===== config.mk =====
export PLATFORM = sky130hd
export DESIGN_NAME = stride_page_prefetcher_top
export DESIGN_NICKNAME = d
export VERILOG_FILES = /design/src/rtl/spp_pkg.sv /design/src/rtl/spp_ctrl.sv /design/src/rtl/spp_datapath.sv /design/src/rtl/stride_page_prefetcher_top.sv
export SDC_FILE = /design/constraint.sdc
export NUM_CORES = 1
export LEC_CHECK = 0
export BUFFER_PORTS_ARGS = -buffer_cell sky130_fd_sc_hd__buf_2
export CAP_MARGIN = 20
export CORE_UTILIZATION = 45
export DETAILED_ROUTE_END_ITERATION = 12
export RECOVER_POWER = 50
export REMOVE_ABC_BUFFERS = 1
export SKIP_LAST_GASP = 1
export SYNTH_ARGS = -nofsm -noshare
export SYNTH_HDL_FRONTEND = slang
export SYNTH_SLANG_ARGS = --single-unit

===== constraint.sdc =====
create_clock -name clk_i -period 18.72 [get_ports clk_i]
set_input_delay 0.936 -clock clk_i [delete_from_list [all_inputs] [get_ports clk_i]]
set_output_delay 0.936 -clock clk_i [all_outputs]
set_load 0.01 [all_outputs]

===== src/rtl/spp_pkg.sv =====
`default_nettype none

package spp_pkg;

  localparam int unsigned ADDR_BITS      = 48;
  localparam int unsigned PAGE_BITS      = 12;
  localparam int unsigned PN_BITS        = ADDR_BITS - PAGE_BITS;
  localparam int unsigned CNT_BITS       = 6;
  localparam int unsigned IDX_BITS       = CNT_BITS + 1;
  localparam int unsigned FILL_BITS      = 3;
  localparam int unsigned STRIDE_WINDOW  = 4;
  localparam int unsigned CFG_IDX_BITS   = 2;
  localparam int unsigned CFG_DATA_BITS  = CNT_BITS;

  localparam logic [PN_BITS-1:0]   STRIDE_MAX_PAGES = PN_BITS'(256);
  localparam logic                 PREFETCH_ENABLE_RST = 1'b1;
  localparam logic [CNT_BITS-1:0]  SEQUENTIAL_COUNT_RST = CNT_BITS'(16);
  localparam logic [CNT_BITS-1:0]  STRIDE_COUNT_RST = CNT_BITS'(8);

  typedef enum logic [1:0] {
    KIND_DEMAND = 2'd0,
    KIND_SEQ    = 2'd1,
    KIND_STRIDE = 2'd2,
    KIND_HIT    = 2'd3
  } kind_e;

  typedef enum logic [CFG_IDX_BITS-1:0] {
    CFG_PREFETCH_ENABLE  = 2'd0,
    CFG_SEQUENTIAL_COUNT = 2'd1,
    CFG_STRIDE_COUNT     = 2'd2
  } cfg_idx_e;

  typedef enum logic {
    ST_IDLE = 1'b0,
    ST_RUN  = 1'b1
  } state_e;

  typedef struct packed {
    logic [ADDR_BITS-1:0] fault_address;
    logic                 already_served;
  } in_word_t;

  typedef struct packed {
    logic [ADDR_BITS-1:0] target_page;
    kind_e                request_kind;
    logic                 last_of_run;
  } out_word_t;

  // controller to datapath
  typedef struct packed {
    logic load;
    logic emit;
    logic adv;
    logic done;
  } cmd_t;

  // datapath to controller
  typedef struct packed {
    logic skip;
    logic last;
    logic slot_free;
  } status_t;

endpackage

`default_nettype wire


===== src/rtl/spp_ctrl.sv =====
`default_nettype none

module spp_ctrl (
  input  wire logic             clk_i,
  input  wire logic             rst_ni,
  input  wire logic             in_valid_i,
  output logic                  in_ready_o,
  input  wire spp_pkg::status_t status_i,
  output spp_pkg::cmd_t         cmd_o
);

  spp_pkg::state_e state_q, state_d;

  always_ff @(posedge clk_i or negedge rst_ni) begin
    if (!rst_ni) begin
      state_q <= spp_pkg::ST_IDLE;
    end else begin
      state_q <= state_d;
    end
  end

  // next state
  always_comb begin
    state_d = state_q;
    unique case (state_q)
      spp_pkg::ST_IDLE: begin
        if (in_valid_i) state_d = spp_pkg::ST_RUN;
      end
      spp_pkg::ST_RUN: begin
        if (!status_i.skip && status_i.slot_free && status_i.last) state_d = spp_pkg::ST_IDLE;
      end
      default: state_d = spp_pkg::ST_IDLE;
    endcase
  end

  // outputs
  always_comb begin
    in_ready_o = 1'b0;
    cmd_o      = '0;
    unique case (state_q)
      spp_pkg::ST_IDLE: begin
        in_ready_o = 1'b1;
        cmd_o.load = in_valid_i;
      end
      spp_pkg::ST_RUN: begin
        cmd_o.emit = !status_i.skip && status_i.slot_free;
        cmd_o.adv  = status_i.skip || cmd_o.emit;
        cmd_o.done = cmd_o.emit && status_i.last;
      end
      default: begin
        in_ready_o = 1'b0;
      end
    endcase
  end

  a_done_to_idle: assert property (@(posedge clk_i) disable iff (!rst_ni)
    cmd_o.done |=> (state_q == spp_pkg::ST_IDLE))
    else $error("run did not end after its last word");

  a_no_load_in_run: assert property (@(posedge clk_i) disable iff (!rst_ni)
    (state_q == spp_pkg::ST_RUN) |-> (!in_ready_o && !cmd_o.load))
    else $error("input taken while a run is in progress");

  a_emit_needs_slot: assert property (@(posedge clk_i) disable iff (!rst_ni)
    cmd_o.emit |-> (status_i.slot_free && !status_i.skip))
    else $error("word emitted into a busy output slot");

endmodule

`default_nettype wire


===== src/rtl/spp_datapath.sv =====
`default_nettype none

module spp_datapath (
  input  wire logic                               clk_i,
  input  wire logic                               rst_ni,
  input  wire spp_pkg::in_word_t                  in_word_i,
  input  wire spp_pkg::cmd_t                      cmd_i,
  output spp_pkg::status_t                        status_o,
  output logic                                    out_valid_o,
  input  wire logic                               out_ready_i,
  output spp_pkg::out_word_t                      out_word_o,
  input  wire logic                               cfg_we_i,
  input  wire logic [spp_pkg::CFG_IDX_BITS-1:0]   cfg_index_i,
  input  wire logic [spp_pkg::CFG_DATA_BITS-1:0]  cfg_wdata_i
);

  localparam int unsigned PNB = spp_pkg::PN_BITS;
  localparam int unsigned CB  = spp_pkg::CNT_BITS;
  localparam int unsigned IB  = spp_pkg::IDX_BITS;

  // configuration
  logic          pf_en_q;
  logic [CB-1:0] seq_cnt_q;
  logic [CB-1:0] str_cnt_q;

  always_ff @(posedge clk_i or negedge rst_ni) begin
    if (!rst_ni) begin
      pf_en_q   <= spp_pkg::PREFETCH_ENABLE_RST;
      seq_cnt_q <= spp_pkg::SEQUENTIAL_COUNT_RST;
      str_cnt_q <= spp_pkg::STRIDE_COUNT_RST;
    end else if (cfg_we_i) begin
      unique case (spp_pkg::cfg_idx_e'(cfg_index_i))
        spp_pkg::CFG_PREFETCH_ENABLE:  pf_en_q   <= cfg_wdata_i[0];
        spp_pkg::CFG_SEQUENTIAL_COUNT: seq_cnt_q <= cfg_wdata_i;
        spp_pkg::CFG_STRIDE_COUNT:     str_cnt_q <= cfg_wdata_i;
        default: ;
      endcase
    end
  end

  // history: the last four recorded pages, oldest in slot 0
  logic [PNB-1:0] hist_q [spp_pkg::STRIDE_WINDOW];
  logic [spp_pkg::FILL_BITS-1:0] fill_q;

  logic [PNB-1:0] d1, d2, d3, mag;
  logic           stride_ok;

  always_comb begin
    d1  = hist_q[1] - hist_q[0];
    d2  = hist_q[2] - hist_q[1];
    d3  = hist_q[3] - hist_q[2];
    mag = d1[PNB-1] ? (~d1 + PNB'(1)) : d1;
    stride_ok = (fill_q >= spp_pkg::FILL_BITS'(spp_pkg::STRIDE_WINDOW)) &&
                (d1 == d2) && (d2 == d3) && (d1 != '0) &&
                (mag <= spp_pkg::STRIDE_MAX_PAGES);
  end

  // run registers
  logic [PNB-1:0] pn_q, acc_q, step_q, nxt;
  logic [IB-1:0]  idx_q, idx_inc;
  logic [CB-1:0]  cnt_q;
  logic           served_q, stride_q;

  assign nxt     = acc_q + step_q;
  assign idx_inc = idx_q + IB'(1);

  always_ff @(posedge clk_i) begin
    if (cmd_i.load) begin
      pn_q     <= in_word_i.fault_address[spp_pkg::ADDR_BITS-1:spp_pkg::PAGE_BITS];
      acc_q    <= in_word_i.fault_address[spp_pkg::ADDR_BITS-1:spp_pkg::PAGE_BITS];
      idx_q    <= '0;
      served_q <= in_word_i.already_served;
      stride_q <= stride_ok;
      step_q   <= stride_ok ? d1 : PNB'(1);
      cnt_q    <= !pf_en_q ? '0 : (stride_ok ? str_cnt_q : seq_cnt_q);
    end else if (cmd_i.adv) begin
      acc_q <= nxt;
      idx_q <= idx_inc;
    end
  end

  always_ff @(posedge clk_i) begin
    if (cmd_i.done && !served_q) begin
      hist_q[0] <= hist_q[1];
      hist_q[1] <= hist_q[2];
      hist_q[2] <= hist_q[3];
      hist_q[3] <= pn_q;
    end
  end

  always_ff @(posedge clk_i or negedge rst_ni) begin
    if (!rst_ni) begin
      fill_q <= '0;
    end else if (cmd_i.done && !served_q &&
                 (fill_q < spp_pkg::FILL_BITS'(spp_pkg::STRIDE_WINDOW))) begin
      fill_q <= fill_q + spp_pkg::FILL_BITS'(1);
    end
  end

  // output register
  logic               out_valid_q;
  spp_pkg::out_word_t out_word_q;
  spp_pkg::kind_e     kind;

  always_comb begin
    if (idx_q == '0) kind = served_q ? spp_pkg::KIND_HIT : spp_pkg::KIND_DEMAND;
    else             kind = stride_q ? spp_pkg::KIND_STRIDE : spp_pkg::KIND_SEQ;
  end

  assign status_o.skip      = stride_q && (idx_q != '0) && (acc_q == '0);
  // a zero stride target at the final index would be dropped, so look one ahead
  assign status_o.last      = served_q || (idx_q == {1'b0, cnt_q}) ||
                              ((idx_inc == {1'b0, cnt_q}) && stride_q && (nxt == '0));
  assign status_o.slot_free = !out_valid_q || out_ready_i;

  always_ff @(posedge clk_i or negedge rst_ni) begin
    if (!rst_ni) begin
      out_valid_q <= 1'b0;
    end else if (cmd_i.emit) begin
      out_valid_q <= 1'b1;
    end else if (out_ready_i) begin
      out_valid_q <= 1'b0;
    end
  end

  always_ff @(posedge clk_i) begin
    if (cmd_i.emit) begin
      out_word_q.target_page  <= {acc_q, {spp_pkg::PAGE_BITS{1'b0}}};
      out_word_q.request_kind <= kind;
      out_word_q.last_of_run  <= status_o.last;
    end
  end

  assign out_valid_o = out_valid_q;
  assign out_word_o  = out_word_q;

  a_skip_not_first: assert property (@(posedge clk_i) disable iff (!rst_ni)
    status_o.skip |-> (idx_q != '0))
    else $error("first word of a run marked as skipped");

  a_fill_grows: assert property (@(posedge clk_i) disable iff (!rst_ni)
    (cmd_i.done && !served_q) |=> (fill_q != '0))
    else $error("recorded page not counted in history fill");

  a_idx_bound: assert property (@(posedge clk_i) disable iff (!rst_ni)
    cmd_i.adv |-> (idx_q <= {1'b0, cnt_q}))
    else $error("run index beyond prefetch count");

endmodule

`default_nettype wire


===== src/rtl/stride_page_prefetcher_top.sv =====
// After a fault is accepted, its first word passes through the run registers into the output register.
// Each fault yields N words out (one hit, or a demand plus prefetches); a stride target
// at page zero is dropped. Unless the output slot is full or a target is dropped, the
// run sequencer emits one word per cycle into a single output register.
// Reset (rst_ni low, asynchronous) empties the history and output, and sets the
// registers to prefetch on, 16 sequential pages and 8 stride pages.
`default_nettype none

module stride_page_prefetcher_top (
  input  wire logic                               clk_i,
  input  wire logic                               rst_ni,
  // fault word in
  input  wire logic                               in_valid_i,
  output logic                                    in_ready_o,
  input  wire spp_pkg::in_word_t                  in_word_i,
  // request word out
  output logic                                    out_valid_o,
  input  wire logic                               out_ready_i,
  output spp_pkg::out_word_t                      out_word_o,
  // register writes
  input  wire logic                               cfg_we_i,
  input  wire logic [spp_pkg::CFG_IDX_BITS-1:0]   cfg_index_i,
  input  wire logic [spp_pkg::CFG_DATA_BITS-1:0]  cfg_wdata_i
);

  spp_pkg::cmd_t    cmd;
  spp_pkg::status_t status;

  // Controller: wait for a fault word, then step the run one word per
  // cycle, holding whenever the output slot is still full.
  spp_ctrl u_ctrl (
    .clk_i      (clk_i),
    .rst_ni     (rst_ni),
    .in_valid_i (in_valid_i),
    .in_ready_o (in_ready_o),
    .status_i   (status),
    .cmd_o      (cmd)
  );

  // Datapath: stride detection on the last four pages, the target
  // accumulator, the history shift line, the output register and the
  // configuration registers.
  spp_datapath u_dp (
    .clk_i       (clk_i),
    .rst_ni      (rst_ni),
    .in_word_i   (in_word_i),
    .cmd_i       (cmd),
    .status_o    (status),
    .out_valid_o (out_valid_o),
    .out_ready_i (out_ready_i),
    .out_word_o  (out_word_o),
    .cfg_we_i    (cfg_we_i),
    .cfg_index_i (cfg_index_i),
    .cfg_wdata_i (cfg_wdata_i)
  );

endmodule

`default_nettype wire


==> out/metrics.cfg, run 1 <==
[sta]
finalCritPeriodShare_pct=35.8
setup_viol_count_final=0
setup_tns_ns=0
drv_slew=74
rsz0062_at_grt=no
hold_viol_final=0
tightestPinTransition_ns=2.77
maxSlewHeadroom_pct=-85.9
fmax_ghz=0.149
fin_crit_ns=6.70
clock_skew_ns=0.0248

[pwr]
clockPowerShare_pct=29.6
internal_power_w=0.00163
ir_drop_mv=0.0835
seq_power_share_pct=41.8
p_sw_share_pct=33.7
comb_power_share_pct=28.6
p_per_area_nw_per_um2=102
netSwitchingPower_w=0.000829
p_leak_nw=9.35

[worst_setup_path]
r2r-end=u_dp.hist_q[2][32]$_DFFE_PP_
crit_buf_inv=3
critPathArrivalTime_ns=6.89
crit_path_top_delay_cell=buf_4
critPathTopFamily=compound AO/OA/AOI/OAI gates
r2r_slack_ns=12.02
crit_type=reg2reg
worstPathCellList=ha_1 > inv_1 > fa_1 > nor2b_1 > o21ai_0 > a21boi_0 > o21a_1 > o21ai_0 > a21boi_0 > or3_1 > a2111oi_0 > nand4b_1 > nor4_1 > nand4_1 > a21oi_4 > buf_4 > buf_4
cpPeakStageDelay_ns=0.83
crit_required_ns=18.91
reg2reg_depth=17
worstPathMaxFanout=76
start_kind=register
cp-end-kind=register
crit_cells=17
crit_start=u_dp.acc_q[0]$_DFFE_PP_
r2r-start=u_dp.acc_q[0]$_DFFE_PP_
crit_path_end=u_dp.hist_q[2][32]$_DFFE_PP_

[layout]
syn_to_final_growth_pct=9.51
final_cell_mix=edfxtp_1, nand2_1, inv_1
fin_cells=2961
n_fill_cell=4500
drive_gt1_share_pct=6.10
layout_commonest_cell=edfxtp_1
antennaDiodeCount=0
finalNetCount=2528

[route]
drt-pass1-iter-count=5
first_iter_violations=1473
ant_nets=0
avgViaCountPerCell=5.99
wl_per_cell_um=20.4
wirelength_um=60500
drc=0
via_count=17700

[floorplanning]
core-area_um2=48000
core.rowCount=80
dieArea_um2=50000
initial_utilization_pct=46.0
die_w_um=224
chipHeight_um=224
ios=115

[synth]
syn_avg_cell_area_um2=9.83
async_reset_ff_share_pct=5.56
seq_area_frac_synth_pct=43.4
synth_edf_count=299
synth-main-ff-cell=edfxtp_1
synth.distinct_cells=92
synth-simple-area-share_pct=17.0
synthXorXnorAreaFrac_pct=4.92
yosys.area_share.adder_pct=8.58
yosys-mux-area-fraction_pct=1.76
netlist_instances=2247
netlist_area_um2=22100
ys_warn_count=0
synth_top_family_by_area=compound AO/OA/AOI/OAI gates
synth_compound_area_share_pct=19.6
ys_ff_latch=324

[worst_hold_path]
holdCritPathClass=reg2reg
min_path_cells=0

[grt]
antenna_found_initial=1
track_usage_pct=24.1
first_global_vias=17200
grt_max_degree=77
grt_overflow=0
grt_pass1_wl_um=94300

[clocking]
clock_latency_ns=0.57
clockBufferDepth=3
cts_tree=yes
cts_made_buffers=38
post_cts_buffers=0
post_cts_resized=0
cts.reportedPaths.clkPinSlew_ns=0.06
ctsHoldBuffers=0
h-tree-depth=2
cts_root_buffer=clkbuf_16
cts.sinks=324

[place]
dp.cells=2891
gp_congestion=0.923
hpwl_um=45800
io_buffers=90

[run_status]
status=complete, but fails checks
violations=max-capacitance violations, max-slew violations

[run]
maxCapViolations=1

[logic make-up (layout without fill, tap and decap cells)]
logic type	count (synthesis)	after routing
compound gates	637	637
simple gates	723	723
other cells	1	12
flops	324	324
buf+inv	253	341
mux	36	36
xor+xnor	124	124
fa+ha+maj	149	149
[cells in the mapped netlist (all sizes together) (28+ instances only)]
library cell	n	share of area [%]
clkbuf	56	0.95
buf	28	0.87
and3	31	0.88
a21o	63	2.2
or3	30	0.85
nand2	179	3.0
xor2	51	2.0
nand4	38	1.1
nand3	72	1.7
a21oi	155	3.5
nor2	109	1.9
nor3	61	1.4
xnor2	73	2.9
ha	145	8.2
and2	61	1.7
inv	168	2.9
a211oi	41	1.5
nor4	37	1.0
o21ai	134	3.1
edfxtp	299	41
[flip-flops by register name, indices dropped and copies added (netlist names), 7 cells and up]
register         cells
u_dp.hist_q        144
u_dp.out_word_o     39
u_dp.acc_q          36
u_dp.pn_q           36
u_dp.step_q         36
u_dp.idx_q           7
[metal layers]
metal  vias up  global-route usage [%]  share of wire (%)
met5         -                       0                  0
met4         0                    9.41                3.7
met3       111                    2.95                5.0
met2       519                    39.4                 46
met1      8499                    32.7                 46
li1       8601                       -                  -
[worst min path at each step]
stage                                               to               startpoint  slack (ns)
after floorplan            u_dp.hist_q[3][0]$_DFFE_PP_   u_dp.pn_q[0]$_DFFE_PP_        0.40
after global placement    u_dp.hist_q[3][18]$_DFFE_PP_  u_dp.pn_q[18]$_DFFE_PP_        0.40
after detailed placement  u_dp.hist_q[3][16]$_DFFE_PP_  u_dp.pn_q[16]$_DFFE_PP_        0.40
after CTS                     u_ctrl.state_q$_DFF_PN0_                   rst_ni        0.31
after global routing      u_dp.hist_q[3][33]$_DFFE_PP_  u_dp.pn_q[33]$_DFFE_PP_        0.41
final                     u_dp.hist_q[3][35]$_DFFE_PP_  u_dp.pn_q[35]$_DFFE_PP_        0.41
[power by group through the flow]
stage / Sequential, W / Clock [W] / Combinational [W]
detailed placement: 0.00104 / 0 / 0.000703
global placement: 0.00104 / 0 / 0.000692
floorplan: 0.00102 / 0 / 0.000491
finish: 0.00103 / 0.000726 / 0.000703
CTS: 0.00103 / 0.000745 / 0.000707
global route: 0.00104 / 0.000770 / 0.000778
[worst register-to-register path: cells and delay by family, from the launching register on]
family	cells	cell delay, ns
compound gates	7	2.21
simple gates	5	1.51
buf+inv	3	1.69
fa+ha+maj	2	0.43
flops	1	0.43
[cell type report]
type                    instances  area [um2]  area share [%]
multi-input cells            1681       11500            47.7
repair buffers                103         455            1.88
clock buffers                  46         991            4.10
inverters                     169         637            2.63
clock inverters                23         216           0.895
flip-flops and latches        324        9570            39.6
well taps                     615         769            3.18
[metrics by stage]
step | setup slack (ns) | util [%] | cell area [um2] | total power (W) | hold slack (ns)
final | 12.02 | 50.3 | 24200 | 0.00246 | 0.409
after global routing | 11.57 | 50.3 | 24200 | 0.00259 | 0.409
after CTS | 11.98 | 50.5 | 24300 | 0.00248 | 0.310
after detailed placement | 12.01 | 48.0 | 23100 | 0.00174 | 0.405
after global placement | 12.13 | 48.0 | 23100 | 0.00173 | 0.401
after floorplan | 7.91 | - | 21700 | 0.00152 | 0.400
No activity file was read; power rests on OpenSTA's default activity.
==> inputs of run 2 (changes only) <==
Settings changed: ABC_AREA set to 1.
Clock period 18.72 ns to 6.8 ns, I/O delays scaled along.
==> run 2 against run 1 <==
The flow still finishes with violations (max-capacitance violations, max-slew violations). Flip-flop and latch count unchanged. Cell area up 16%. Utilization up 0.67 points. Sequential power rose to 3.1 times the previous value. Cell count up 51%. Register-to-register slack worse by 10 ns. Combinational power rose to 8.3 times the previous value. Synthesized cell count up 57%.
==> out/metrics.cfg, run 2 <==
[clocking]
post_cts_buffers=0  ; unchanged
post_cts_resized=0  ; unchanged
ctsHoldBuffers=40  ; +40
clockBufferDepth=3  ; unchanged
clock_latency_ns=0.58  ; about the same
cts_made_buffers=41  ; +7.9%
cts_root_buffer=clkbuf_16
cts.reportedPaths.clkPinSlew_ns=0.06  ; about the same
cts_tree=yes
h-tree-depth=2  ; unchanged
cts.sinks=324  ; unchanged

[floorplanning]
initial_utilization_pct=45.5  ; -0.45 points
dieArea_um2=56700  ; +13%
die_w_um=238  ; +6.5%
core-area_um2=55100  ; +15%
ios=115  ; unchanged
chipHeight_um=238  ; +6.5%
core.rowCount=86  ; +7.5%

[run]
maxCapViolations=2  ; +1

[layout]
finalNetCount=3902  ; +54%
fin_cells=4472  ; +51%
antennaDiodeCount=0  ; unchanged
layout_commonest_cell=nand2_1
drive_gt1_share_pct=5.34  ; -0.75 points
final_cell_mix=nand2_1, inv_1, nor2_1
syn_to_final_growth_pct=12.1
largest_register_ffs=144  ; unchanged
n_fill_cell=5699  ; +27%
regMostFlops=u_dp.hist_q

[synth]
synth_largest_area_cell=edfxtp_1
ys_ff_latch=324  ; unchanged
synth_compound_area_share_pct=7.82  ; -12 points
yosys.area_share.adder_pct=7.56  ; -1.0 points
async_reset_ff_share_pct=5.56  ; unchanged
netlist_area_um2=25100  ; +14%
yosys-mux-area-fraction_pct=0  ; -1.8 points
ys_warn_count=0  ; unchanged
netlist_instances=3534  ; +57%
synth_edf_count=299  ; unchanged
synth-main-ff-cell=edfxtp_1
synth-simple-area-share_pct=34.5  ; +17 points
yosys-top-cells-area=edfxtp_1, nand2_1, inv_1
ys_top_cells_by_count=nand2_1, inv_1, nor2_1, edfxtp_1, nand3_1
seq_area_frac_synth_pct=38.2  ; -5.2 points
syn_avg_cell_area_um2=7.09  ; -28%
synth_top_family_by_area=simple AND/OR/NAND/NOR gates
synth_top_area_share_pct=35.8  ; -4.9 points
synthXorXnorAreaFrac_pct=2.93  ; -2.0 points
synth.most_common_cell=nand2_1
synth.distinct_cells=52  ; -43%

[route]
wirelength_um=80100  ; +32%
first_iter_violations=1896  ; +29%
ant_nets=0  ; unchanged
drc=0  ; unchanged
avgViaCountPerCell=5.20  ; -13%
drt-pass1-iter-count=6  ; +1
via_count=23200  ; +31%
wl_per_cell_um=17.9  ; -12%

[grt]
grt_max_degree=73  ; -5.2%
antenna_found_initial=0  ; -1
track_usage_pct=28.5  ; +4.4 points
first_global_vias=22400  ; +30%
grt_overflow=0  ; unchanged
grt_pass1_wl_um=123000  ; +31%

[sta]
setup_tns_ns=0  ; unchanged
drv_slew=92  ; +24%
maxSlewHeadroom_pct=-27.5  ; +58 points
rsz0062_at_grt=no
fmax_ghz=0.193  ; +29%
finalCritPeriodShare_pct=76.4  ; +41 points
clock_skew_ns=0.0198  ; -0.00508 ns
fin_crit_ns=5.19  ; -1.50 ns
tightestPinTransition_ns=1.91  ; -0.861 ns
hold_viol_final=0  ; unchanged
setup_viol_count_final=0  ; unchanged

[pwr]
ir_drop_mv=0.307  ; +270%
finalPower_w=0.0114  ; +360%
p_leak_nw=13.3  ; +42%
p_per_area_nw_per_um2=404  ; +300%

[place]
dp.cells=4355  ; +51%
io_buffers=90  ; unchanged
gp_congestion=0.980  ; +6.1%
hpwl_um=65200  ; +42%

[worst_setup_path]
cp-end-kind=register
crit_type=reg2reg
start_kind=register
r2r-start=u_dp.hist_q[1][0]$_DFFE_PP_
worstPathMaxFanout=36  ; -53%
reg2reg_depth=24  ; +7
crit_start=u_dp.hist_q[1][0]$_DFFE_PP_
crit_required_ns=7.19  ; -11.72 ns
critPathArrivalTime_ns=5.58  ; -1.31 ns

[run_status]
status=complete, but fails checks
violations=max-capacitance violations, max-slew violations

[worst_hold_path]
hold_start=cfg_wdata_i[0]
holdCritPathClass=in2reg
min_path_cells=3  ; +3

==> run 2: power breakdown <==
group          switching, W  internal, W  total (W)
registers          0.000326      0.00292    0.00324
logic               0.00408      0.00177    0.00585
clock network      0.000935      0.00134    0.00227
total               0.00534      0.00602     0.0114
==> run 2: kinds of logic (layout without fill, tap and decap cells) <==
kind of cell,count (synthesis),after routing
AOI/OAI and AO/OA,360,360
xor gates and xnor gates,83,83
buffers and inverters,577,756
other,1,12
and+or+nand+nor,2040,2040
DFF,324,324
adders and majority gates,149,149
==> run 2: area by class of cell <==
type / count / area (um2) / area share (%)
Clock buffer: 50 / 1100 / 3.92
Clock inverter: 26 / 325 / 1.16
Inverter: 540 / 2030 / 7.24
Multi-Input combinational cell: 2644 / 13300 / 47.3
Sequential cell: 324 / 9570 / 34.1
Tap cell: 748 / 936 / 3.33
Timing Repair Buffer: 140 / 846 / 3.01
==> run 2: worst max-delay path, stage by stage, from the launching register on <==
cell and delay, ns:
edfxtp_1 0.41, inv_1 0.08, ha_1 0.18, inv_1 0.11
fa_1 0.62, inv_1 0.27, ha_1 0.22, inv_1 0.06
nor2_1 0.14, nand3_1 0.14, nor2_2 0.17, nand2_2 0.11
inv_2 0.06, nand2_2 0.07, nor2_1 0.20, nand3_1 0.18
nor2_2 0.29, nand2_1 0.12, nand2_1 0.09, nand3_1 0.09
o21ai_1 0.09, nand4_1 0.12, nor2_2 0.20, nand3_4 0.59
nor2_1 0.33
==> run 2: worst paths after layout <==
check,slack [ns],to
max,1.61,u_dp.step_q[12]$_SDFFCE_PN0P_
min,0.04,u_dp.pf_en_q$_DFFE_PN1P_
max reg2reg,1.61,u_dp.step_q[12]$_SDFFCE_PN0P_
min reg2reg,0.41,u_dp.hist_q[3][18]$_DFFE_PP_
max in group asynchronous,5.56,u_ctrl.state_q$_DFF_PN0_
min in group asynchronous,0.53,u_dp.seq_cnt_q[3]$_DFFE_PN0P_
==> run 2: metrics by stage <==
stage	util, %	hold slack (ns)	area (um2)	worst slack (ns)
2_1_floorplan	-	0.0444	24900	0.850
3_3_place_gp	47.8	0.320	26400	1.74
3_5_place_dp	47.8	0.333	26400	1.70
4_1_cts	51.1	0.00114	28200	1.65
5_1_grt	51.0	0.0314	28100	1.20
6_report	51.0	0.0411	28100	1.61
==> run 2: routing by layer <==
layer | GRT usage [%] | share of wire, %
met5 | 0 | 0
met4 | 11.7 | 4.1
met3 | 2.66 | 4.6
met2 | 48.1 | 46
met1 | 37.6 | 45
